## config.mk

```make
export PLATFORM = sky130hd
export DESIGN_NAME = jet_gray_colormap_core
export DESIGN_NICKNAME = d
export VERILOG_FILES = /design/src/jgc_pkg.sv /design/src/jgc_prep.sv /design/src/jgc_div_cell.sv /design/src/jgc_colour.sv /design/src/jet_gray_colormap_core.sv
export SDC_FILE = /design/constraint.sdc
export NUM_CORES = 2
export LEC_CHECK = 0
export CELL_PAD_IN_SITES_DETAIL_PLACEMENT = 1
export CELL_PAD_IN_SITES_GLOBAL_PLACEMENT = 2
export CORE_ASPECT_RATIO = 0.6
export CORE_MARGIN = 10
export CORE_UTILIZATION = 40
export DETAILED_ROUTE_END_ITERATION = 6
export DONT_BUFFER_PORTS = 1
export GPL_ROUTABILITY_DRIVEN = 0
export PLACE_DENSITY_LB_ADDON = 0.15
export SLEW_MARGIN = 20
export SYNTH_ARGS = -nofsm -noshare
export SYNTH_HDL_FRONTEND = slang
export SYNTH_SLANG_ARGS = --single-unit
```

## constraint.sdc

```tcl
create_clock -name clk -period 32.4 [get_ports clk]
set_clock_uncertainty 0.05 [all_clocks]
set_input_delay 0 -clock clk [delete_from_list [all_inputs] [get_ports clk]]
set_output_delay 0 -clock clk [all_outputs]
set_load 0.02 [all_outputs]
```

## src/jgc_pkg.sv

```systemverilog
// shared types and constants for the jet / gray colormap core
// no dependencies; used by every module of the block by scoped name
`timescale 1ns / 1ps

package jgc_pkg;

  localparam int SAMPLE_WIDTH_DEF = 16;
  localparam int FRAC_BITS_DEF    = 16;

  // reset value of the upper bound, truncated to the sample width
  localparam logic [31:0] MAX_RESET = 32'd32767;

  // slope of a jet ramp: floor(255 * 2 / 5) per unit of the scaled argument
  localparam logic [7:0] RAMP_GAIN = 8'd102;
  localparam logic [7:0] CH_FULL   = 8'd255;

  typedef enum logic [1:0] {
    MODE_JET   = 2'd0,
    MODE_GRAY  = 2'd1,
    MODE_WHITE = 2'd2
  } mode_t;

  typedef enum logic [1:0] {
    REG_MIN  = 2'd0,
    REG_MAX  = 2'd1,
    REG_MODE = 2'd2
  } reg_idx_t;

  // what travels beside the divider data in every cell
  typedef struct packed {
    logic [1:0] mode;
    logic       force_zero;
    logic       force_one;
  } side_t;

endpackage

```

## src/jgc_prep.sv

```systemverilog
// entry stage: offsets the sample and the range, flags the clamped cases
// depends on jgc_pkg
`timescale 1ns / 1ps

module jgc_prep #(
  parameter int SAMPLE_WIDTH = jgc_pkg::SAMPLE_WIDTH_DEF
) (
  input  logic                    clk,
  input  logic                    rst_n,
  input  logic                    en,
  input  logic                    in_valid,
  input  logic [SAMPLE_WIDTH-1:0] sample,
  input  logic [SAMPLE_WIDTH-1:0] min_value,
  input  logic [SAMPLE_WIDTH-1:0] max_value,
  input  logic [1:0]              map_mode,
  output logic                    valid_r,
  output logic [SAMPLE_WIDTH-1:0] rem_r,
  output logic [SAMPLE_WIDTH-1:0] den_r,
  output jgc_pkg::side_t          side_r
);

  logic signed [SAMPLE_WIDTH:0] num;
  logic signed [SAMPLE_WIDTH:0] den;
  logic                         zero_c;
  logic                         one_c;
  logic [SAMPLE_WIDTH-1:0]      rem_nxt;
  logic [SAMPLE_WIDTH-1:0]      den_nxt;
  jgc_pkg::side_t               side_nxt;

  always_comb begin
    num = $signed({sample[SAMPLE_WIDTH-1], sample})
        - $signed({min_value[SAMPLE_WIDTH-1], min_value});
    den = $signed({max_value[SAMPLE_WIDTH-1], max_value})
        - $signed({min_value[SAMPLE_WIDTH-1], min_value});
    zero_c = (den <= 0) || (num <= 0);
    one_c  = !zero_c && (num >= den);
    // clamped cases bypass the division, so start it from a clean remainder
    rem_nxt = (zero_c || one_c) ? '0 : num[SAMPLE_WIDTH-1:0];
    den_nxt = den[SAMPLE_WIDTH-1:0];
    side_nxt.mode       = map_mode;
    side_nxt.force_zero = zero_c;
    side_nxt.force_one  = one_c;
  end

  always_ff @(posedge clk) begin
    if (!rst_n) begin
      valid_r <= 1'b0;
    end else if (en) begin
      valid_r <= in_valid;
    end
  end

  always_ff @(posedge clk) begin
    if (en) begin
      rem_r  <= rem_nxt;
      den_r  <= den_nxt;
      side_r <= side_nxt;
    end
  end

endmodule

```

## src/jgc_div_cell.sv

```systemverilog
// one restoring division cell: produces one quotient bit per transaction
// depends on jgc_pkg; chained by the top level, one cell per fraction bit
`timescale 1ns / 1ps

module jgc_div_cell #(
  parameter int SAMPLE_WIDTH = jgc_pkg::SAMPLE_WIDTH_DEF,
  parameter int FRAC_BITS    = jgc_pkg::FRAC_BITS_DEF
) (
  input  logic                    clk,
  input  logic                    rst_n,
  input  logic                    en,
  input  logic                    valid_in,
  input  logic [SAMPLE_WIDTH-1:0] rem_in,
  input  logic [SAMPLE_WIDTH-1:0] den_in,
  input  logic [FRAC_BITS-1:0]    quo_in,
  input  jgc_pkg::side_t          side_in,
  output logic                    valid_r,
  output logic [SAMPLE_WIDTH-1:0] rem_r,
  output logic [SAMPLE_WIDTH-1:0] den_r,
  output logic [FRAC_BITS-1:0]    quo_r,
  output jgc_pkg::side_t          side_r
);

  logic [SAMPLE_WIDTH:0]   rem2;
  logic [SAMPLE_WIDTH:0]   diff;
  logic                    take;
  logic [SAMPLE_WIDTH-1:0] rem_nxt;
  logic [FRAC_BITS-1:0]    quo_nxt;

  always_comb begin
    rem2    = {rem_in, 1'b0};
    diff    = rem2 - {1'b0, den_in};
    take    = (rem2 >= {1'b0, den_in});
    rem_nxt = take ? diff[SAMPLE_WIDTH-1:0] : rem2[SAMPLE_WIDTH-1:0];
    quo_nxt = {quo_in[FRAC_BITS-2:0], take};
  end

  always_ff @(posedge clk) begin
    if (!rst_n) begin
      valid_r <= 1'b0;
    end else if (en) begin
      valid_r <= valid_in;
    end
  end

  always_ff @(posedge clk) begin
    if (en) begin
      rem_r  <= rem_nxt;
      den_r  <= den_in;
      quo_r  <= quo_nxt;
      side_r <= side_in;
    end
  end

endmodule

```

## src/jgc_colour.sv

```systemverilog
// output stage: maps the fraction to red, green and blue and holds the result
// depends on jgc_pkg; fed by the last division cell
`timescale 1ns / 1ps

module jgc_colour #(
  parameter int FRAC_BITS = jgc_pkg::FRAC_BITS_DEF
) (
  input  logic                 clk,
  input  logic                 rst_n,
  input  logic                 en,
  input  logic                 valid_in,
  input  logic [FRAC_BITS-1:0] quo_in,
  input  jgc_pkg::side_t       side_in,
  output logic                 valid_r,
  output logic [7:0]           red_r,
  output logic [7:0]           green_r,
  output logic [7:0]           blue_r
);

  // argument scaled by 5 * one, which stays inside +-8 * one
  localparam int VW = FRAC_BITS + 6;
  localparam logic signed [VW-1:0] ONE_V   = VW'(1) << FRAC_BITS;
  localparam logic signed [VW-1:0] K3      = VW'((15 << FRAC_BITS) / 4);
  localparam logic signed [VW-1:0] K1      = VW'((5 << FRAC_BITS) / 4);
  localparam logic signed [VW-1:0] FIVE_V  = VW'(5) << FRAC_BITS;
  localparam logic signed [VW-1:0] THREE_V = VW'(3) << FRAC_BITS;

  function automatic logic [7:0] jet_ch(input logic signed [VW-1:0] v);
    logic [VW-1:0]   d;
    logic [VW+7:0]   prod;
    logic [7:0]      res;
    d    = '0;
    res  = '0;
    if (v <= -K3) begin
      res = '0;
    end else if (v <= -K1) begin
      d   = v + K3;
      prod = (VW+8)'(d) * (VW+8)'(jgc_pkg::RAMP_GAIN);
      res = prod[FRAC_BITS+7:FRAC_BITS];
    end else if (v <= K1) begin
      res = jgc_pkg::CH_FULL;
    end else if (v <= K3) begin
      d   = K3 - v;
      prod = (VW+8)'(d) * (VW+8)'(jgc_pkg::RAMP_GAIN);
      res = prod[FRAC_BITS+7:FRAC_BITS];
    end else begin
      res = '0;
    end
    return res;
  endfunction

  logic [FRAC_BITS:0]    frac;
  logic [FRAC_BITS+8:0]  gray_w;
  logic signed [VW-1:0]  x5;
  logic [7:0]            red_nxt;
  logic [7:0]            green_nxt;
  logic [7:0]            blue_nxt;

  always_comb begin
    if (side_in.force_one) begin
      frac = ONE_V[FRAC_BITS:0];
    end else if (side_in.force_zero) begin
      frac = '0;
    end else begin
      frac = {1'b0, quo_in};
    end
    // f * 255 as f * 256 - f
    gray_w = {frac, 8'd0} - {8'd0, frac};
    // 5 * (2f - 1)
    x5 = $signed({5'd0, frac} << 3) + $signed({5'd0, frac} << 1) - FIVE_V;

    case (side_in.mode)
      jgc_pkg::MODE_JET: begin
        red_nxt   = jet_ch(x5 - THREE_V);
        green_nxt = jet_ch(x5);
        blue_nxt  = jet_ch(x5 + THREE_V);
      end
      jgc_pkg::MODE_GRAY: begin
        red_nxt   = gray_w[FRAC_BITS+7:FRAC_BITS];
        green_nxt = gray_w[FRAC_BITS+7:FRAC_BITS];
        blue_nxt  = gray_w[FRAC_BITS+7:FRAC_BITS];
      end
      default: begin
        red_nxt   = jgc_pkg::CH_FULL;
        green_nxt = jgc_pkg::CH_FULL;
        blue_nxt  = jgc_pkg::CH_FULL;
      end
    endcase
  end

  always_ff @(posedge clk) begin
    if (!rst_n) begin
      valid_r <= 1'b0;
    end else if (en) begin
      valid_r <= valid_in;
    end
  end

  always_ff @(posedge clk) begin
    if (en) begin
      red_r   <= red_nxt;
      green_r <= green_nxt;
      blue_r  <= blue_nxt;
    end
  end

endmodule

```

## src/jet_gray_colormap_core.sv

```systemverilog
// top level of the jet / gray colormap core: config registers and the cell chain
// depends on jgc_pkg, jgc_prep, jgc_div_cell and jgc_colour
`timescale 1ns / 1ps
//
//   channel   direction  handshake             payload
//   in_       sink       in_valid / in_stall   in_sample
//   out_      source     out_valid / out_stall out_red, out_green, out_blue
//   cfg_      sink       cfg_we                cfg_index, cfg_wdata
//
// one transaction per cycle sustained while no blocked result freezes the chain; the chain is an entry
// stage, one division cell per fraction bit, and the colour output register.
// the whole chain advances together; it freezes only while a result sits in the
// output register with out_stall high, and in_stall is raised in exactly that case.
// rst_n (synchronous) empties the chain and restores the bounds and the mode.

module jet_gray_colormap_core #(
  parameter int SAMPLE_WIDTH = jgc_pkg::SAMPLE_WIDTH_DEF,
  parameter int FRAC_BITS    = jgc_pkg::FRAC_BITS_DEF
) (
  input  logic                    clk,
  input  logic                    rst_n,
  input  logic                    in_valid,
  output logic                    in_stall,
  input  logic [SAMPLE_WIDTH-1:0] in_sample,
  output logic                    out_valid,
  input  logic                    out_stall,
  output logic [7:0]              out_red,
  output logic [7:0]              out_green,
  output logic [7:0]              out_blue,
  input  logic                    cfg_we,
  input  logic [1:0]              cfg_index,
  input  logic [SAMPLE_WIDTH-1:0] cfg_wdata
);

  logic [SAMPLE_WIDTH-1:0] min_value_r;
  logic [SAMPLE_WIDTH-1:0] max_value_r;
  logic [1:0]              map_mode_r;
  logic                    en;

  always_ff @(posedge clk) begin
    if (!rst_n) begin
      min_value_r <= '0;
      max_value_r <= jgc_pkg::MAX_RESET[SAMPLE_WIDTH-1:0];
      map_mode_r  <= jgc_pkg::MODE_JET;
    end else if (cfg_we) begin
      unique case (cfg_index)
        jgc_pkg::REG_MIN:  min_value_r <= cfg_wdata;
        jgc_pkg::REG_MAX:  max_value_r <= cfg_wdata;
        jgc_pkg::REG_MODE: map_mode_r  <= cfg_wdata[1:0];
        default: ;
      endcase
    end
  end

  assign en       = !out_valid || !out_stall;
  assign in_stall = !en;

  logic                    valid_c [0:FRAC_BITS];
  logic [SAMPLE_WIDTH-1:0] rem_c   [0:FRAC_BITS];
  logic [SAMPLE_WIDTH-1:0] den_c   [0:FRAC_BITS];
  logic [FRAC_BITS-1:0]    quo_c   [0:FRAC_BITS];
  jgc_pkg::side_t          side_c  [0:FRAC_BITS];

  jgc_prep #(
    .SAMPLE_WIDTH(SAMPLE_WIDTH)
  ) u_prep (
    .clk       (clk),
    .rst_n     (rst_n),
    .en        (en),
    .in_valid  (in_valid),
    .sample    (in_sample),
    .min_value (min_value_r),
    .max_value (max_value_r),
    .map_mode  (map_mode_r),
    .valid_r   (valid_c[0]),
    .rem_r     (rem_c[0]),
    .den_r     (den_c[0]),
    .side_r    (side_c[0])
  );

  assign quo_c[0] = '0;

  for (genvar i = 0; i < FRAC_BITS; i++) begin : g_cell
    jgc_div_cell #(
      .SAMPLE_WIDTH(SAMPLE_WIDTH),
      .FRAC_BITS   (FRAC_BITS)
    ) u_cell (
      .clk      (clk),
      .rst_n    (rst_n),
      .en       (en),
      .valid_in (valid_c[i]),
      .rem_in   (rem_c[i]),
      .den_in   (den_c[i]),
      .quo_in   (quo_c[i]),
      .side_in  (side_c[i]),
      .valid_r  (valid_c[i+1]),
      .rem_r    (rem_c[i+1]),
      .den_r    (den_c[i+1]),
      .quo_r    (quo_c[i+1]),
      .side_r   (side_c[i+1])
    );
  end

  jgc_colour #(
    .FRAC_BITS(FRAC_BITS)
  ) u_colour (
    .clk      (clk),
    .rst_n    (rst_n),
    .en       (en),
    .valid_in (valid_c[FRAC_BITS]),
    .quo_in   (quo_c[FRAC_BITS]),
    .side_in  (side_c[FRAC_BITS]),
    .valid_r  (out_valid),
    .red_r    (out_red),
    .green_r  (out_green),
    .blue_r   (out_blue)
  );

endmodule

```

==> results by group <==
Run status
  • Run status: completed

Critical path
  • Critical Path Fanout Max: 26
  • RR Startpoint: g_cell[15].u_cell.side_r[0]$_DFFE_PN_
  • Arr. time, crit path: 10.06 ns
  • Most used cell, CP: inv_1
  • Buf+Inv Stages, Crit Path: 9
  • Crit. End Element: register
  • FF-to-FF End: u_colour.blue_r[7]$_DFFE_PN_
  • Type of the worst setup path: register to register
  • Critical Path Start Type: register
  • Setup crit start: g_cell[15].u_cell.side_r[0]$_DFFE_PN_
  • CP max stage delay: 0.60 ns
  • Worst Reg-to-Reg Cells: 36
  • Crit path max-delay cell type: edfxtp_1
  • Worst path required time: 32.88 ns
  • Reg2reg setup slack: 22.82 ns
  • Crit path max-delay family: adder cells

Global routing
  • Vias in the first global route: between 30000 and 40000
  • Total GRT Usage: 0.187
  • Initial antenna violation count: 3
  • Grt total ovfl: 0
  • First-pass GRT wire length: about 210000 um
  • Largest net degree at the start of global routing: 186

Synth
  • Syn Inst Count: about 4600
  • Async SR Flop Fraction: 0
  • Yosys cell types: 106
  • Leading area contributor after synthesis: edfxtp_1
  • Synthesized area: 0.0503 mm^2
  • Main synth FF type: edfxtp_1
  • FF+latch count, synth: 792
  • Synth top area cells: edfxtp_1 (44%), ha_1 (12%), fa_1 (4.9%)
  • EDFF count, synth: 740
  • Sequential share of the synthesized area: 0.463
  • Synth Area per Inst: 11.0 um^2
  • Yosys top cell area share: 0.442
  • Yosys warns: 0
  • Synthesized Nets: 5225

Timing
  • Setup TNS: 0 ns
  • Worst Setup Slack, final: 22.82 ns
  • Final setup viols: 0
  • Final hold vios: 0
  • Maximum clock rate: 104 MHz
  • Worst rel slew slack: 0.289
  • RSZ-0062 raised after global routing: no
  • Max-slew violation count: 0
  • Worst Max-Slew Pin Slew: 1.06 ns
  • Shortest period the worst path allows: between 9 and 10 ns
  • Final period util: 0.296

Job
  • Max_cap viols: 0

Clocking
  • CTS tree: done
  • Num CTS Buffers: 83
  • Clock transition at path regs: 0.08 ns
  • Postcts setup bufs: 0
  • Clk_lat worst skew: between 0.6 and 0.7 ns
  • CTS HTree Levels: 3
  • # resized after CTS: 0
  • Clk root buf: clkbuf_16
  • Post-cts hold buffer count: 88
  • Clock Path Buffers: 3
  • CTS Sinks: approximately 790

Drt
  • First DRT Iteration DRCs: 2664
  • Total routed wirelength: around 130000 um
  • Wirelength per Cell: 20.7 um
  • Antenna Nets Post-Route: 0
  • Drt pass-1 iters: 5
  • DR vias: 34400
  • Via/cell ratio: 5.34
  • DRC Markers: 0

Die
  • I/O Pins: 65
  • Core ar.: 0.124 mm^2
  • # rows: 100
  • Height of the die: 295 um
  • Die Area: 0.141 mm^2
  • Die Width: ~480 um
  • Initial Utilization: 0.404

Final layout
  • Commonest non-fill, non-tap cell in the layout: edfxtp_1
  • Fillers: 13400
  • Layout area overhead: 11.2%
  • Share of layout cells above drive strength 1: 0.0792
  • Finished Layout Cells: 6447
  • Register area: approximately 0.023 mm^2
  • Final nets: 5339
  • Multi-input logic area: 0.0247 mm^2
  • Commonest cells after routing, fill and taps aside: edfxtp_1 (740), inv_1 (576), ha_1 (478), nor2_1 (378), nand2_1 (325)

Min path
  • Min-delay src: in_sample[1]
  • Worst Hold Path Cells: 7
  • Hold Path Class: input port to register
  • Worst hold endpoint: u_prep.rem_r[3]$_SDFFCE_PP0N_

Placed design
  • Dpl hpwl: 102000 um
  • Place WS: 22.96 ns
  • Dpl cells: 6208
  • Port bufs: 0
==> sequential cells by signal, summed over array words and instances, names as in the netlist, 64 cells and up <==
register,count
g_cell.u_cell.den_r,240
g_cell.u_cell.rem_r,240
g_cell.u_cell.quo_r,136
g_cell.u_cell.side_r,64
==> metal layers <==
layer | vias up | wire length, um | track usage
met5 | - | 0 | 0
met4 | 0 | 2000 | 0.0333
met3 | 125 | 7540 | 0.0395
met2 | 608 | 50000 | 0.244
met1 | 17000 | 73800 | 0.308
li1 | 16700 | - | -
==> tightest hold or removal path, stage by stage <==
cell	delay, ns
ha_1	0.13
o21ai_1	0.09
nand2_1	0.08
nor2_1	0.04
nor2_1	0.17
nand2_1	0.09
nor2_1	0.08
==> worst max path at each step <==
stage	to	cells after the start
after floorplan	g_cell[0].u_cell.den_r[0]$_DFFE_PN_	2
after global placement	u_colour.blue_r[7]$_DFFE_PN_	36
after detailed placement	u_colour.blue_r[7]$_DFFE_PN_	36
after CTS	u_colour.blue_r[7]$_DFFE_PN_	36
after global routing	u_colour.blue_r[7]$_DFFE_PN_	38
final	u_colour.blue_r[7]$_DFFE_PN_	36
==> cells by family after synthesis <==
group,Yosys count,share of synthesized area
flops,792,0.463
xor+xnor,217,0.0384
simple gates,1174,0.109
mux,200,0.0442
compound gates,943,0.127
buf+inv,654,0.0507
fa+ha+maj,605,0.169
==> cell type report <==
| type | instances | share of cell area |
|---|---|---|
| Tap cell | 1683 | 0.0376 |
| Clock buffer | 105 | 0.0386 |
| Multi-Input combinational cell | 3139 | 0.441 |
| Clock inverter | 43 | 0.00881 |
| Timing Repair Buffer | 105 | 0.0190 |
| Antenna cell | 2 | 0.0000895 |
| Sequential cell | 792 | 0.416 |
| Inverter | 578 | 0.0388 |
==> Yosys cell counts (45+ instances only) <==
library cell  instances
nor2_1              378
a21boi_0            112
o21ai_0             218
o31ai_1              54
edfxtp_1            740
ha_1                478
a21oi_1             189
nor3_1               86
nor2b_1              77
inv_1               576
clkbuf_1             45
nand3_1              80
mux2_2              174
fa_1                123
xnor2_1             181
nand2_1             326
nand4_1              49
o21a_1               60
dfxtp_1              52
==> metrics by stage <==
stage,hold slack (ns),area (um^2),util
2_1_floorplan,0.0740,50300,-
3_3_place_gp,0.0308,52300,0.420
3_5_place_dp,0.0344,52300,0.420
4_1_cts,0.00511,55800,0.449
5_1_grt,0.0747,55900,0.450
6_report,0.0625,55900,0.450
Power is not shown: default switching activity piles up to over one toggle a cycle in this logic, so the estimate is an artifact.
